`config.mk`:
```
export PLATFORM = sky130hd
export DESIGN_NAME = ubt_mem
export DESIGN_NICKNAME = d
export VERILOG_FILES = /design/src/hw/rtl/unordered_bag_table_assert.svh /design/src/hw/rtl/ubt_pkg.sv /design/src/hw/rtl/ubt_mem.sv
export SDC_FILE = /design/constraint.sdc
export NUM_CORES = 2
export LEC_CHECK = 0
export ABC_AREA = 1
export BUFFER_PORTS_ARGS = -buffer_cell sky130_fd_sc_hd__buf_2
export CAP_MARGIN = 20
export CORE_ASPECT_RATIO = 2
export CORE_MARGIN = 4
export CORE_UTILIZATION = 42
export CTS_CLUSTER_DIAMETER = 50
export DETAILED_ROUTE_END_ITERATION = 16
export REMOVE_ABC_BUFFERS = 1
export SETUP_SLACK_MARGIN = 0.15
export SYNTH_ARGS = -nofsm -noshare
export SYNTH_HDL_FRONTEND = slang
export SYNTH_SLANG_ARGS = --single-unit
export TNS_END_PERCENT = 10
```
`constraint.sdc`:
```
create_clock -name i_clk -period 4.5 [get_ports i_clk]
set_clock_uncertainty 0.05 [all_clocks]
set_input_delay 0.675 -clock i_clk [delete_from_list [all_inputs] [get_ports i_clk]]
set_output_delay 0.675 -clock i_clk [all_outputs]
set_load 0.1 [all_outputs]
```
`src/hw/rtl/unordered_bag_table_assert.svh`:
```
// ---------------------------------------------------------------------------
// Assertion macros for the unordered bag table
// Same-cycle and next-cycle implications on i_clk, masked while in reset.
// ---------------------------------------------------------------------------
`ifndef UNORDERED_BAG_TABLE_ASSERT_SVH
`define UNORDERED_BAG_TABLE_ASSERT_SVH

`define UBT_ASSERT_SAME(label, ante, cons) \
    label: assert property (@(posedge i_clk) disable iff (!i_rst_n) \
        (ante) |-> (cons)) else $error("unordered_bag_table: check failed");

`define UBT_ASSERT_NEXT(label, ante, cons) \
    label: assert property (@(posedge i_clk) disable iff (!i_rst_n) \
        (ante) |=> (cons)) else $error("unordered_bag_table: check failed");

`endif

```
`src/hw/rtl/ubt_pkg.sv`:
```
// ---------------------------------------------------------------------------
// ubt_pkg
// Shared types and constants of the unordered bag table.
// ---------------------------------------------------------------------------
`default_nettype none

package ubt_pkg;

    localparam int DEF_CAPACITY = 128;
    localparam int VALUE_W      = 32;
    localparam int OUT_CNT_W    = 8;

    typedef enum logic [1:0] {
        MODE_INSERT    = 2'd0,
        MODE_ERASE_ONE = 2'd1,
        MODE_ERASE_ALL = 2'd2,
        MODE_CLEAR     = 2'd3
    } t_mode;

    typedef enum logic [2:0] {
        ST_IDLE,
        ST_READ,
        ST_CMP,
        ST_MOVE,
        ST_DONE
    } t_state;

    typedef struct packed {
        logic wr_en;
        logic rd_en;
    } t_mem_ctl;

endpackage

`default_nettype wire

```
`src/hw/rtl/ubt_mem.sv`:
```
// ---------------------------------------------------------------------------
// ubt_mem
// Entry store: one write port, one read port with registered data.
// ---------------------------------------------------------------------------
`default_nettype none

module ubt_mem
    import ubt_pkg::*;
#(
    parameter int DEPTH = DEF_CAPACITY,
    parameter int AW    = 7
) (
    input  wire logic               i_clk,
    input  wire t_mem_ctl           i_ctl,
    input  wire logic [AW-1:0]      i_waddr,
    input  wire logic [VALUE_W-1:0] i_wdata,
    input  wire logic [AW-1:0]      i_raddr,
    output logic      [VALUE_W-1:0] o_rdata
);

    logic [VALUE_W-1:0] r_mem [DEPTH];

    always_ff @(posedge i_clk) begin
        if (i_ctl.wr_en) begin
            r_mem[i_waddr] <= i_wdata;
        end
    end

    always_ff @(posedge i_clk) begin
        if (i_ctl.rd_en) begin
            o_rdata <= r_mem[i_raddr];
        end
    end

endmodule

`default_nettype wire

```
* Word-level counts from Yosys, hierarchy flattened
Memory sizes are Yosys's and may differ from the RTL's. A register that Yosys moved wholly into a read port is not among the register bits. Cells that the tools add are included. Widths: inputs -> output; s select.
Word-level totals: flip-flop bits (word level) 0, RAM bits 4096, input bits 49, memories kept 1
Memories:
- r_mem | words 128, width 32, rd ports 1, clocked after Yosys merged registers in 1, wr ports 1, line ubt_mem.sv:21 | logic [VALUE_W-1:0] r_mem [DEPTH];
Operators by class: muxes and demuxes 2
Operator list (number):
- $mux 1 | 2

* Depth between registers and ports, before layout
depth after elaboration 2, gate-level depth with buffers 13, mapped depth without buffers 9

* Worst setup path before layout
OpenSTA, ideal clock, no wires.
path kind input to register, start input i_ctl[1] in the netlist's numbering, end memory r_mem[105][0], enable pin, setup time 0.421 ns, arrival time 2.652 ns, required time 4.029 ns, setup slack 1.377 ns, stages 4, buffers on the path 2, cell sequence clkbuf_1 -> nand2_1 -> clkbuf_1 -> nor2_1
On the way: word-level cells in the longest chain between the ends 2
RTL lines:
- start: declaration | line ubt_mem.sv:14 | input wire t_mem_ctl i_ctl,
- $mux 1 | line ubt_mem.sv:24 | if (i_ctl.wr_en) begin
- $mux 1 (not written as such) | line ubt_mem.sv:25 | r_mem[i_waddr] <= i_wdata;
- end: declaration | line ubt_mem.sv:21
Every way passes these cells.

==> impl_results.md <==
- Status: finished, final reports clean
- Synth Area in Compound Gates: 0%
- Fin area: 0.186 mm²
- Yosys reg bits: 4128
- Post-CTS Setup Bufs: 0
- Vias in the first global route: 105000
- Fill cell count: 34100
- Most common cell in the netlist: nand2_1
- CTS tree: built
- Synth Area in Adders: 0%
- Met2 WL: 266 mm
- Clock root cell: clkbuf_16
- Post-DP HPWL: 310 mm
- WL met3: 38.8 mm
- Post-Synth Simple-Gate Area: 22.0%
- Die X: 451 µm
- Netlist area before placement: 0.165 mm²
- Peak Freq: 0.295 GHz
- Crit path max fanout: 56
- CTS sink cnt: 4128
- Final setup TNS: 0 ns
- Clock transition at the registers of the reported paths: 0.06 ns
- Cell taking the most area after synthesis: edfxtp_1
- Setup WS pre-CTS: 0.326 ns
- Die ar.: 0.403 mm²
- Number of flops mapped to enable cells by yosys: 4128
- Initial antenna violation count: 37
- Highest Signal Layer: met5
- Latest clock arrival within the worst-skew pair: 0.97 ns
- Max Slew Vio Count: 0
- Final-report hold violation count: 0
- FFs w/ async S/R, synth: 0%
- CP endpoint kind: flip-flop
- Clock Path Buffers: 4
- Main flop type after synthesis: edfxtp_1
- Crit start category: input pin
- CP required: 5.11 ns
- Ys Warns: 0
- Worst-Margin Slew: 1.15 ns
- Area of the core: 0.392 mm²
- Quantity of gates resized following cts: 0
- Setup CP Type: input pin to flip-flop
- Xor/xnor share of the synthesized area: 0%
- WL/cell: 28.1 µm
- Area Growth Syn to Fin: 12.5%
- DRC errors left: 0
- WL final: 533 mm
- Routed vias/inst: 5.79
- First-pass detailed-route iteration total: 6
- Avg Synthesized Cell Area: 12.3 µm²
- Global route total overflow: 0
- Largest family of logic cells by synthesized area: simple AND/OR/NAND/NOR gates
- Fin crit share: 75.3%
- Initial Util: 42.1%
- Global-route usage over all layers: 25.6%
- Fin nets: 13500
- Hold WC Path Type: input pin to flip-flop
- Synth unique cells: 14
- Antenna viol nets, final: 0
- Die height: 894 µm
- IO Pins: 81
- Top cells by count, synth: 4151 x nand2_1, 4128 x edfxtp_1, 4035 x nand3_1
- Max Cap Viol: 0
- Port bufs: 80
- Top-area cell type share of the netlist area: 75.1%
- Power Density: 425 mW/mm²
- Sequential fraction of the synthesis area: 75.1%
- RSZ-0062 raised after global routing: no
- Routability Congestion: 0.857
- CTS Buf Count: 341
- Hold_buf cts: 0
- Global-route wire length before repair: 755 mm
- Mux cell area share after synthesis: 0%
- # H-tree levels: 5
- Post-DP Area: 0.174 mm²
- WP data arrival: 4.00 ns
- Relative slew slack: 23.3%
- Cells after synthesis: 13400
- PnR worst setup slack: 1.11 ns
- Peak supply drop: 319 µV
- Top post-synthesis cells by area: edfxtp_1 75%, nand3_1 12%, nand2_1 9.4%
- Static Leak: 63.8 nW
- Setup-failing EPs final: 0
- Wl on met1: 186 mm
- Largest net degree at the start of global routing: 138
- Via count: 110000
- Fraction of layout cells with a size suffix above 1: 9.12%
- Row cnt: 325
- Post-layout min period: 3.39 ns
- DR iter-0 viols: 12600
-- registers in the layout (all words and copies together), names as in the netlist --
name and count:
r_mem 4096, o_rdata 32
-- layout by cell type (no fill, tap or decap) --
cell,instances
buf_6,1
clkinv_4,4
nand3_1,4035
inv_1,18
clkinvlp_4,19
buf_8,3
nor3_1,8
inv_6,6
diode_2,16
edfxtp_1,4128
buf_2,42
nand2_1,4143
nand2_2,8
bufinv_16,45
inv_16,5
clkinv_16,1
nor2_1,6
clkinv_1,68
buf_12,137
clkinv_2,53
clkbuf_16,352
clkinv_8,4
buf_4,440
inv_8,3
nor2_4,128
clkbuf_1,53
-- layout make-up --
type / instances / area [µm²] / area share (%)
inverters: 24 / 144 / 0.0775
multi-input cells: 8328 / 37300 / 20.1
clock buffers: 405 / 9010 / 4.85
flip-flops and latches: 4128 / 124000 / 66.8
diodes: 16 / 40.0 / 0.0216
well taps: 5232 / 6550 / 3.53
repair buffers: 623 / 6310 / 3.40
clock inverters: 202 / 2250 / 1.22
-- path summary, 6_finish.rpt --
check,start,to,slack [ns],cells after the start
setup reg to reg,r_mem[125][3],o_rdata[3],1.79,8
hold / removal,i_wdata[2],r_mem[98][2],0.18,1
hold reg to reg,r_mem[28][3],o_rdata[3],0.89,8
setup / recovery,i_raddr[1],o_rdata[15],1.11,11
-- where the power goes --
| part | switching, W | internal [W] |
|---|---|---|
| Clock | 0.0139 | 0.0170 |
| Sequential | 0.000116 | 0.0425 |
| Combinational | 0.00419 | 0.00127 |
| Total | 0.0182 | 0.0607 |
-- routing by layer --
| metal | vias up | GRT usage [%] |
|---|---|---|
| met5 | - | 0 |
| met4 | 4 | 17.4 |
| met1 | 55300 | 30.1 |
| met3 | 1239 | 2.81 |
| li1 | 48000 | - |
| met2 | 5318 | 44.3 |
-- per-stage QoR --
step,hold WS [ns],utilization (%),total power [W],instances
after floorplan,0.724,-,0.0460,12500
after global placement,0.863,44.5,0.0488,18300
after detailed placement,0.855,44.5,0.0489,18300
after CTS,0.124,47.4,0.0792,18900
after global routing,0.179,47.4,0.0809,18900
final,0.184,47.4,0.0789,19000
-- cell families after synthesis --
family | after synthesis
DFF | 4128
and+or+nand+nor | 8328
buffers and inverters | 933
-- critical path, stage by stage --
cell     delay, ns
buf_8         0.18
inv_16        0.43
buf_4         0.53
buf_4         0.28
nand3_1       0.09
nand3_1       0.11
nand3_1       0.11
nand3_1       0.22
nand3_1       0.60
nand3_1       0.48
nand2_1       0.10
No activity file was read; power rests on OpenSTA's default activity.
