`config.mk`:
```
export PLATFORM = sky130hd
export DESIGN_NAME = ubt_ctrl
export DESIGN_NICKNAME = d
export VERILOG_FILES = /design/src/hw/rtl/unordered_bag_table_assert.svh /design/src/hw/rtl/ubt_pkg.sv /design/src/hw/rtl/ubt_ctrl.sv
export SDC_FILE = /design/constraint.sdc
export NUM_CORES = 1
export LEC_CHECK = 0
export ABC_AREA = 1
export BUFFER_PORTS_ARGS = -buffer_cell sky130_fd_sc_hd__buf_2
export CORE_ASPECT_RATIO = 0.75
export CORE_UTILIZATION = 40
export CTS_CLUSTER_SIZE = 24
export DETAILED_ROUTE_END_ITERATION = 10
export PLACE_DENSITY = 0.69
export SLEW_MARGIN = 20
export SYNTH_ARGS = -nofsm -noshare
export SYNTH_HDL_FRONTEND = slang
export SYNTH_SLANG_ARGS = --single-unit
```
`constraint.sdc`:
```
create_clock -name i_clk -period 2.7 [get_ports i_clk]
set_input_delay 0.27 -clock i_clk [delete_from_list [all_inputs] [get_ports i_clk]]
set_output_delay 0.27 -clock i_clk [all_outputs]
set_load 0.02 [all_outputs]
```
`src/hw/rtl/unordered_bag_table_assert.svh`:
```
// ---------------------------------------------------------------------------
// Assertion macros for the unordered bag table
// Same-cycle and next-cycle implications on i_clk, masked while in reset.
// ---------------------------------------------------------------------------
`ifndef UNORDERED_BAG_TABLE_ASSERT_SVH
`define UNORDERED_BAG_TABLE_ASSERT_SVH

`define UBT_ASSERT_SAME(label, ante, cons) \
    label: assert property (@(posedge i_clk) disable iff (!i_rst_n) \
        (ante) |-> (cons)) else $error("unordered_bag_table: check failed");

`define UBT_ASSERT_NEXT(label, ante, cons) \
    label: assert property (@(posedge i_clk) disable iff (!i_rst_n) \
        (ante) |=> (cons)) else $error("unordered_bag_table: check failed");

`endif

```
`src/hw/rtl/ubt_pkg.sv`:
```
// ---------------------------------------------------------------------------
// ubt_pkg
// Shared types and constants of the unordered bag table.
// ---------------------------------------------------------------------------
`default_nettype none

package ubt_pkg;

    localparam int DEF_CAPACITY = 128;
    localparam int VALUE_W      = 32;
    localparam int OUT_CNT_W    = 8;

    typedef enum logic [1:0] {
        MODE_INSERT    = 2'd0,
        MODE_ERASE_ONE = 2'd1,
        MODE_ERASE_ALL = 2'd2,
        MODE_CLEAR     = 2'd3
    } t_mode;

    typedef enum logic [2:0] {
        ST_IDLE,
        ST_READ,
        ST_CMP,
        ST_MOVE,
        ST_DONE
    } t_state;

    typedef struct packed {
        logic wr_en;
        logic rd_en;
    } t_mem_ctl;

endpackage

`default_nettype wire

```
`src/hw/rtl/ubt_ctrl.sv`:
```
// ---------------------------------------------------------------------------
// ubt_ctrl
// Operation sequencer: insert, clear, and the read-compare-move erase scan.
// ---------------------------------------------------------------------------
`default_nettype none

module ubt_ctrl
    import ubt_pkg::*;
#(
    parameter int CAPACITY = DEF_CAPACITY,
    parameter int CNT_W    = 8,
    parameter int AW       = 7
) (
    input  wire logic               i_clk,
    input  wire logic               i_rst_n,
    input  wire logic               i_valid,
    output logic                    o_ready,
    input  wire logic [1:0]         i_mode,
    input  wire logic [VALUE_W-1:0] i_value,
    input  wire logic               i_out_free,
    output logic                    o_done,
    output logic                    o_ok,
    output logic      [CNT_W-1:0]   o_count,
    output logic      [CNT_W-1:0]   o_removed,
    output t_mem_ctl                o_mem_ctl,
    output logic      [AW-1:0]      o_waddr,
    output logic      [VALUE_W-1:0] o_wdata,
    output logic      [AW-1:0]      o_raddr,
    input  wire logic [VALUE_W-1:0] i_rdata
);

    t_state             r_state, n_state;
    logic [CNT_W-1:0]   r_cnt, n_cnt;
    logic [CNT_W-1:0]   r_idx, n_idx;
    logic [CNT_W-1:0]   r_rem, n_rem;
    logic               r_ok, n_ok;
    t_mode              r_mode, n_mode;
    logic [VALUE_W-1:0] r_key, n_key;
    logic [CNT_W-1:0]   w_last;

    assign w_last = r_cnt - CNT_W'(1);

    always_ff @(posedge i_clk) begin
        if (!i_rst_n) begin
            r_state <= ST_IDLE;
            r_cnt   <= '0;
        end else begin
            r_state <= n_state;
            r_cnt   <= n_cnt;
        end
    end

    always_ff @(posedge i_clk) begin
        r_idx  <= n_idx;
        r_rem  <= n_rem;
        r_ok   <= n_ok;
        r_mode <= n_mode;
        r_key  <= n_key;
    end

    always_comb begin
        n_state   = r_state;
        n_cnt     = r_cnt;
        n_idx     = r_idx;
        n_rem     = r_rem;
        n_ok      = r_ok;
        n_mode    = r_mode;
        n_key     = r_key;
        o_ready   = 1'b0;
        o_done    = 1'b0;
        o_mem_ctl = '0;
        o_waddr   = r_idx[AW-1:0];
        o_wdata   = i_rdata;
        o_raddr   = r_idx[AW-1:0];
        unique case (r_state)
            ST_IDLE: begin
                o_ready = 1'b1;
                if (i_valid) begin
                    n_mode = t_mode'(i_mode);
                    n_key  = i_value;
                    n_idx  = '0;
                    n_rem  = '0;
                    n_ok   = 1'b0;
                    unique case (t_mode'(i_mode))
                        MODE_INSERT: begin
                            o_waddr = r_cnt[AW-1:0];
                            o_wdata = i_value;
                            if (r_cnt < CNT_W'(CAPACITY)) begin
                                o_mem_ctl.wr_en = 1'b1;
                                n_cnt = r_cnt + CNT_W'(1);
                                n_ok  = 1'b1;
                            end
                            n_state = ST_DONE;
                        end
                        MODE_ERASE_ONE, MODE_ERASE_ALL: begin
                            n_state = ST_READ;
                        end
                        MODE_CLEAR: begin
                            n_rem   = r_cnt;
                            n_cnt   = '0;
                            n_ok    = 1'b1;
                            n_state = ST_DONE;
                        end
                        default: n_state = ST_DONE;
                    endcase
                end
            end
            ST_READ: begin
                if (r_idx < r_cnt) begin
                    o_mem_ctl.rd_en = 1'b1;
                    n_state = ST_CMP;
                end else begin
                    n_state = ST_DONE;
                end
            end
            ST_CMP: begin
                if (i_rdata == r_key) begin
                    o_raddr = w_last[AW-1:0];
                    o_mem_ctl.rd_en = 1'b1;
                    n_state = ST_MOVE;
                end else begin
                    n_idx   = r_idx + CNT_W'(1);
                    n_state = ST_READ;
                end
            end
            ST_MOVE: begin
                // last entry fills the hole; recheck the same slot
                o_mem_ctl.wr_en = 1'b1;
                n_cnt = w_last;
                n_rem = r_rem + CNT_W'(1);
                n_ok  = 1'b1;
                n_state = (r_mode == MODE_ERASE_ONE) ? ST_DONE : ST_READ;
            end
            ST_DONE: begin
                if (i_out_free) begin
                    o_done  = 1'b1;
                    n_state = ST_IDLE;
                end
            end
            default: n_state = ST_IDLE;
        endcase
    end

    assign o_ok      = r_ok;
    assign o_count   = r_cnt;
    assign o_removed = r_rem;

endmodule

`default_nettype wire

```
# Word-level counts from Yosys, hierarchy flattened

Cells that the tools add are included.
Widths: inputs -> output; s select.

Add/subtract/negate cells: 4
Multiply operators: 0
Div/mod/pow operators: 0
Magnitude comparators: 2
Eq/ne operators: 14
Shift operators: 0
Muxes and demuxes: 38
Bitwise logic cells: 0
Reductions and logical operators: 11

Operator list:

| operator            | count |
|---|---|
| $mux 32             | 3 |
| $pmux 8 s2          | 4 |
| $mux 8              | 6 |
| $mux 7              | 5 |
| $eq 32x32->1        | 1 |
| $add 8x1->8 const B | 3 |
| $pmux 3 s5          | 1 |
| $mux 3              | 4 |
| $mux 1              | 9 |
| $lt 8x8->1          | 1 |
| $lt 8x8->1 const B  | 1 |
| $pmux 1 s2          | 4 |
| $sub 8x1->8 const B | 1 |
| $eq 3x2->1 const B  | 2 |
| $ne 2x2->1 const B  | 3 |
| $pmux 3 s2          | 1 |
| $reduce_and 2->1    | 3 |
| $eq 2x1->1 const B  | 2 |
| $eq 2x2->1 const B  | 2 |
| $reduce_and 4->1    | 1 |
| $reduce_bool 2->1   | 2 |
| $reduce_or 2->1     | 2 |
| $eq 3x1->1 const B  | 1 |
| $eq 3x3->1 const B  | 1 |
| other kinds (6)     | 6 |

Bits in registers: 62
Bits in latches: 0
Memory bits (writable): 0
ROM bits: 0
Input port bits: 70
Output and inout bits: 67
Word-level logic and storage cells: 76
Memories: 0

# Logic depth before layout (Yosys ltp)

Gate-level depths: netlist of the first run.

Depth after elaboration: 5
Gate-level depth with buffers: 12
Depth with buffers taken out: 12

# Worst setup path after synthesis of the first run

Ideal clock, no wire load.

Path type: register to output
From: register r_state[2]
To: output port o_wdata[10]
Data arrival time: 2.490 ns
Path slack: -0.060 ns
Cell stages (with the launch flop): 8
Buffers on the path: 1
Cells stage by stage: dfxtp_1 -> nor2_1 -> nand2_1 -> nor2_2 -> inv_2 -> nor2_8 -> buf_6 -> mux2_1

Longest elaborated chain between the ends: 2

Ends and longest elaborated chain:

| element                | line           | source |
|---|---|---|
| from (decl)            | ubt_ctrl.sv:32 | `t_state r_state, n_state;` |
| from (signal assigned) | ubt_ctrl.sv:48 | `r_state <= n_state;` |
| $logic_not 3->1        | ubt_ctrl.sv:75 | `unique case (r_state)` |
| $mux 32                | ubt_ctrl.sv:75 |  |
| to (decl)              | ubt_ctrl.sv:27 | `output logic [VALUE_W-1:0] o_wdata,` |

No other way between the ends.

# Worst setup path in the final report of the first run

From: register r_state[2]
To: output port o_wdata[11]

Same word-level chain as after synthesis.

==> results.ini, run 1 <==
[drt]
routedWlPerCell_um = 14.0
final_antenna_net_count = 0
dr.pass1.iters = 5
vias_per_cell = 4.91
drcViolationCount = 0
top_layer = met4
wl_met1_um = 5100
met2_length_um = 5060
vias = 3812
wl_met3_um = 634
drtIter0Drc = 251
wl_um = 10800

[worst_setup_path]
crit_type = reg2out
worst-path-buf-inv = 3
crit_path_end_kind = output pin
cp-endpoint = o_wdata[11]
rrSetupSlack_ps = 780
startpoint = r_state[2]$_SDFFE_PN0P_
arrival_ps = 2170
ff2ff_path_depth = 8
crit_cells = 8
crit_chain = nor2_1, nand2_1, nor2_4, inv_2, nor2_8, buf_12, mux2_1, buf_2
timing.rr.end = r_idx[2]$_SDFFCE_PN0P_
cp_max_fo = 35
crit_path_start_kind = register
r2r_start = r_key[19]$_DFFE_PP_
slowest_stage = dfxtp_1
cp_top_family = simple AND/OR/NAND/NOR gates
critPathMaxStageDelay_ps = 350
crit_required_ps = 2430

[floorplan]
die_x_um = 118
coreArea_sq_mm = 0.00970
rows = 31
io_pins = 137
dieArea_sq_mm = 0.0105
initial_utilization_pct = 41.5
die_h_um = 88.8

[clock_network]
ctsHoldBuffers = 0
cts_setup_buffers = 0
clock-sinks = 62
postCtsResizedCells = 0
cts_buffers = 9
clockBufferDepth = 2
cts_root_buf = clkbuf_16
path_clk_slew_ps = 60
tritoncts = done
htree_num_levels = 3
clk_latency_ps = 320

[sta]
fmaxAchievable_mhz = 409
clock-skew-final_ps = 6.29
drv_slew = 0
tns_ps = 0
hold_violations = 0
slew_headroom_pct = 67.1
tightest_slew_ps = 492
setup_slack_ps = 257
rsz0062_at_grt = no
setup_viol = 0
fin_crit_ps = 2440
fin_crit_sh_pct = 90.5

[pwr]
power.share.clock_pct = 34.7
ir_drop_mv = 0.390
p_comb_share_pct = 28.1
p_switching_mw = 1.17
power_density_mw_per_mm2 = 681
p_int_mw = 2.34
pwr-share-seq_pct = 37.2
netSwitchingFraction_pct = 33.3
leakagePower_nw = 2.43

[worst_hold_path]
hold_path.class = in2reg
hp-start = i_value[4]

[flow_run]
cap_violations = 0

[cells_and_area]
final_common_cell = nand2_1
multi_input_area_sq_mm = 0.00192
syn2layout_area_growth_pct = 28.0
drive_above_1_share_pct = 26.4
nets = 722
ff_latch_area_sq_mm = 0.00175
fill_cells = 925
mostFrequentLayoutCells = nand2_1 (151), buf_2 (136), inv_1 (67)
diodes = 0

[placement]
dp_hpwl_um = 8410
gp_congestion = 0.902
dpl_worst_slack_ps = 599
port_buffers = 136

[outcome]
status = completed

[logic_synthesis]
synth-seq-cells = 62
avgSynthCellArea_sq_um = 8.03
synth_area_sq_mm = 0.00402
ys.flop_type = edfxtp_1
synth_edf_count = 51
yosysUniqueCellTypes = 37
synth_nets = 584
ys_seq_area_share_pct = 43.6
async_reset_ff_share_pct = 0
yosysWarnings = 0
synthCells = 501

[grt]
grt_overflow = 0
grt_pass1_vias = 3434
grt_max_degree = 36
grt_pass1_wl_um = 17000
grt_usage_pct = 20.9
antenna_found_initial = 0

## stage by stage
step	instances	power [mW]	util, %	instance area, sq um	hold WS (ps)
after floorplan	501	1.96	-	4030	369
after global placement	760	2.27	49.9	4830	461
after detailed placement	760	2.30	49.9	4830	462
after CTS	776	3.53	53.1	5150	128
after global routing	776	3.68	53.1	5150	127
final	776	3.50	53.1	5150	139
## cell usage after synthesis, types with 2 or more instances
library cell / count / area, sq um
nor2_1: 32 / 120
buf_2: 6 / 30.0
o21ai_0: 42 / 210
mux2_2: 2 / 22.5
clkbuf_1: 3 / 11.3
nor2_2: 3 / 18.8
inv_1: 67 / 251
a211oi_1: 2 / 15.0
buf_6: 3 / 33.8
clkinv_1: 2 / 7.51
nand2_1: 151 / 567
edfxtp_1: 51 / 1530
o21a_1: 3 / 22.5
nand4_1: 8 / 50.1
xnor2_1: 17 / 149
nor4_1: 2 / 12.5
nand3_1: 13 / 65.1
mux2_1: 14 / 158
o21ai_1: 3 / 15.0
xor2_1: 6 / 52.6
ha_1: 13 / 163
o22ai_1: 8 / 50.1
dfxtp_1: 11 / 220
inv_2: 4 / 15.0
nor3_1: 6 / 30.0
a21oi_1: 18 / 90.1
## power by group through the flow
stage | clock [mW] | sequential [mW] | combinational, mW
floorplan | 0 | 1.33 | 0.633
global placement | 0 | 1.31 | 0.962
detailed placement | 0 | 1.32 | 0.979
CTS | 1.24 | 1.30 | 0.986
global route | 1.27 | 1.32 | 1.09
finish | 1.21 | 1.30 | 0.986
## area by class of cell
class	count	area share, %
clock buffer	9	4.37
clock inverter	7	1.73
inverter	73	5.32
multi-input combinational	353	37.3
sequential	62	34.0
tap	132	3.21
timing repair buffer	140	14.0
## worst register-to-register path, delay by kind of cell (launching register included)
kind | cells | cell delay, ps
flip-flops | 1 | 380
AND/OR/NAND/NOR | 7 | 1080
XOR/XNOR | 1 | 140
## registers in the layout, summed over array words and instances, names as in the netlist
signal     count
r_idx          8
r_mode         2
r_state        3
o_ok           1
o_count        8
r_key         32
o_removed      8
## kinds of logic (layout without fill, tap and decap cells)
logic type               after synthesis  after routing  synth area share (%)
AO/OA/AOI/OAI                         80             80                  10.9
XOR/XNOR                              23             23                  5.01
adder cells (fa/ha/maj)               13             13                  4.04
buffers and inverters                 86            229                  8.80
flip-flops                            62             62                  43.6
multiplexers                          16             16                  4.48
AND/OR/NAND/NOR                      221            221                  23.2
## routing by layer
metal | global-route usage (%) | vias to the layer above
met4 | 3.85 | 0
met5 | 0 | -
met2 | 34.9 | 115
li1 | - | 1922
met3 | 4.83 | 4
met1 | 28.2 | 1771
## how the worst min path moves through the flow
stage	to	slack, ps	cells after the start
global route	r_key[5]$_DFFE_PP_	130	1
finish	r_key[4]$_DFFE_PP_	140	1
floorplan	r_key[0]$_DFFE_PP_	370	0
global placement	r_key[20]$_DFFE_PP_	460	1
detailed placement	r_key[4]$_DFFE_PP_	460	1
CTS	r_key[4]$_DFFE_PP_	130	1
(Power assumes the default switching activity.)
==> run 2: changes to the inputs <==
PLACE_DENSITY = 0.66   (was 0.69)
clock period = 2.4 ns   (was 2.7 ns; I/O delays follow)
==> results.ini, run 2 (synthesized netlist as in run 1, its figures left out) <==
[cells_and_area]
nets = 734  ; was 722
mostFrequentLayoutCells = nand2_1 (151), buf_2 (136), inv_1 (67)  ; unchanged
diodes = 0  ; unchanged
final_common_cell = nand2_1  ; unchanged
largest_reg_flops = 32  ; unchanged
syn2layout_area_growth_pct = 30.3  ; was 28.0%
instances_no_fill = 788  ; was 776
regMostFlops = r_key  ; unchanged
design_area_sq_mm = 0.00524  ; was 0.00515 sq mm
drive_above_1_share_pct = 27.7  ; was 26.4%
fill_cells = 931  ; was 925

[worst_setup_path]
arrival_ps = 2050  ; was 2170 ps
cp_top_family = simple AND/OR/NAND/NOR gates  ; unchanged
crit_chain = nor2_2, nand2_1, nor2_4, inv_2, nor2_8, buf_12, mux2_1, buf_2  ; was nor2_1, nand2_1, nor2_4, inv_2, nor2_8, buf_12, mux2_1, buf_2
slowest_stage = dfxtp_1  ; unchanged
critPathMaxStageDelay_ps = 360  ; was 350 ps
crit_required_ps = 2160  ; was 2430 ps
cp_max_fo = 16  ; was 35
worst-path-buf-inv = 3  ; unchanged
crit_path_end_kind = output pin  ; unchanged
crit_type = reg2out  ; unchanged
crit_path_start_kind = register  ; unchanged

[floorplan]
rows = 31  ; unchanged
dieArea_sq_mm = 0.0105  ; unchanged
die_h_um = 88.8  ; unchanged
io_pins = 137  ; unchanged
die_x_um = 118  ; unchanged
coreArea_sq_mm = 0.00970  ; unchanged
initial_utilization_pct = 41.5  ; unchanged

[grt]
grt_pass1_vias = 3531  ; was 3434
grt_overflow = 0  ; unchanged
grt_pass1_wl_um = 17700  ; was 17000 um
antenna_found_initial = 0  ; unchanged
grt_usage_pct = 22.1  ; was 20.9%
grt_max_degree = 35  ; was 36

[sta]
slew_headroom_pct = 68.4  ; was 67.1%
fin_crit_sh_pct = 95.6
fin_crit_ps = 2290
fmaxAchievable_mhz = 436
hold_violations = 0  ; unchanged
tightest_slew_ps = 473  ; was 492 ps
setup_viol = 0  ; unchanged
clock-skew-final_ps = 6.02  ; was 6.29 ps
tns_ps = 0  ; unchanged
drv_slew = 0  ; unchanged

[clock_network]
tritoncts = done  ; unchanged
clock-sinks = 62  ; unchanged
clk_latency_ps = 330  ; was 320 ps
htree_num_levels = 3  ; unchanged
path_clk_slew_ps = 50  ; was 60 ps
clockBufferDepth = 2  ; unchanged
cts_root_buf = clkbuf_16  ; unchanged
cts_buffers = 9  ; unchanged

[pwr]
power.total_mw = 3.77  ; was 3.50 mW
power.share.clock_pct = 30.3  ; was 34.7%
leakagePower_nw = 2.48  ; was 2.43 nW
pwr-share-seq_pct = 38.7  ; was 37.2%
netSwitchingFraction_pct = 35.1  ; was 33.3%
p_comb_share_pct = 31.0  ; was 28.1%
p_int_mw = 2.45  ; was 2.34 mW
ir_drop_mv = 0.323  ; was 0.390 mV
power_density_mw_per_mm2 = 719  ; was 681 mW/mm^2
p_switching_mw = 1.32  ; was 1.17 mW

[drt]
routedWlPerCell_um = 14.4  ; was 14.0 um
vias = 3878  ; was 3812
dr.pass1.iters = 5  ; unchanged
drcViolationCount = 0  ; unchanged
final_antenna_net_count = 0  ; unchanged
wl_um = 11400  ; was 10800 um
vias_per_cell = 4.92  ; was 4.91
drtIter0Drc = 277  ; was 251

[outcome]
status = completed  ; unchanged

[placement]
dp.cells = 768  ; was 760
port_buffers = 136  ; unchanged
dp_hpwl_um = 8730  ; was 8410 um
place_area_sq_mm = 0.00491  ; was 0.00483 sq mm
gp_congestion = 0.914  ; was 0.902

[flow_run]
cap_violations = 0  ; unchanged

[worst_hold_path]
hold_path.class = in2reg  ; unchanged

run 2: changes by cell type in the layout (fill, tap and decap cells not counted), sizes merged:
| cell | before | now |
|---|---|---|
| clkinvlp | 2 | 1 |
| clkinv | 5 | 6 |
| clkbuf | 9 | 12 |
| bufinv | 2 | 0 |
| buf | 140 | 151 |
run 2: layout make-up:
cell class	count	area, sq um	share of cell area, %
Clock buffer	11	233	4.44
Clock inverter	5	26.3	0.502
Inverter	73	274	5.23
Tap cell	132	165	3.15
Multi-Input combinational cell	353	1940	37.0
Timing Repair Buffer	152	847	16.2
Sequential cell	62	1750	33.5
run 2: stage by stage:
step	setup WS, ps	hold slack, ps	util, %
floorplan	75.3	339	-
global placement	367	430	50.6
detailed placement	370	433	50.6
CTS	9.09	86.3	53.3
global route	-17.9	91.8	54.0
finish	105	101	54.0
run 2: worst paths after layout:
kind | startpoint | to | slack, ps | cells past startpoint
worst max register to register | r_state[2]$_SDFFE_PN0P_ | r_idx[1]$_SDFFCE_PN0P_ | 540 | 5
worst min register to register | r_mode[0]$_DFFE_PP_ | r_state[0]$_SDFFE_PN0P_ | 570 | 3
worst min-delay path | i_value[26] | r_key[26]$_DFFE_PP_ | 100 | 1
worst max-delay path | r_state[2]$_SDFFE_PN0P_ | o_wdata[6] | 110 | 8
run 2: what timing repair did:
item,in CTS,in global routing
endpoints found under the hold margin,0,0
setup buffers,0,3
endpoints found under the setup margin,0,22
hold buffers,0,0
gates resized for setup,0,6
run 2: power groups by stage:
stage	Combinational [mW]	Sequential, mW	Clock [mW]
global placement	1.13	1.47	0
detailed placement	1.15	1.47	0
CTS	1.15	1.45	1.17
finish	1.17	1.46	1.14
global route	1.29	1.47	1.22
floorplan	0.712	1.50	0
run 2: metal layers:
metal | track usage (%) | wire [um]
met1 | 30.0 | 5460
met3 | 4.83 | 680
met2 | 35.1 | 5060
met5 | 0 | 0
met4 | 7.81 | 152
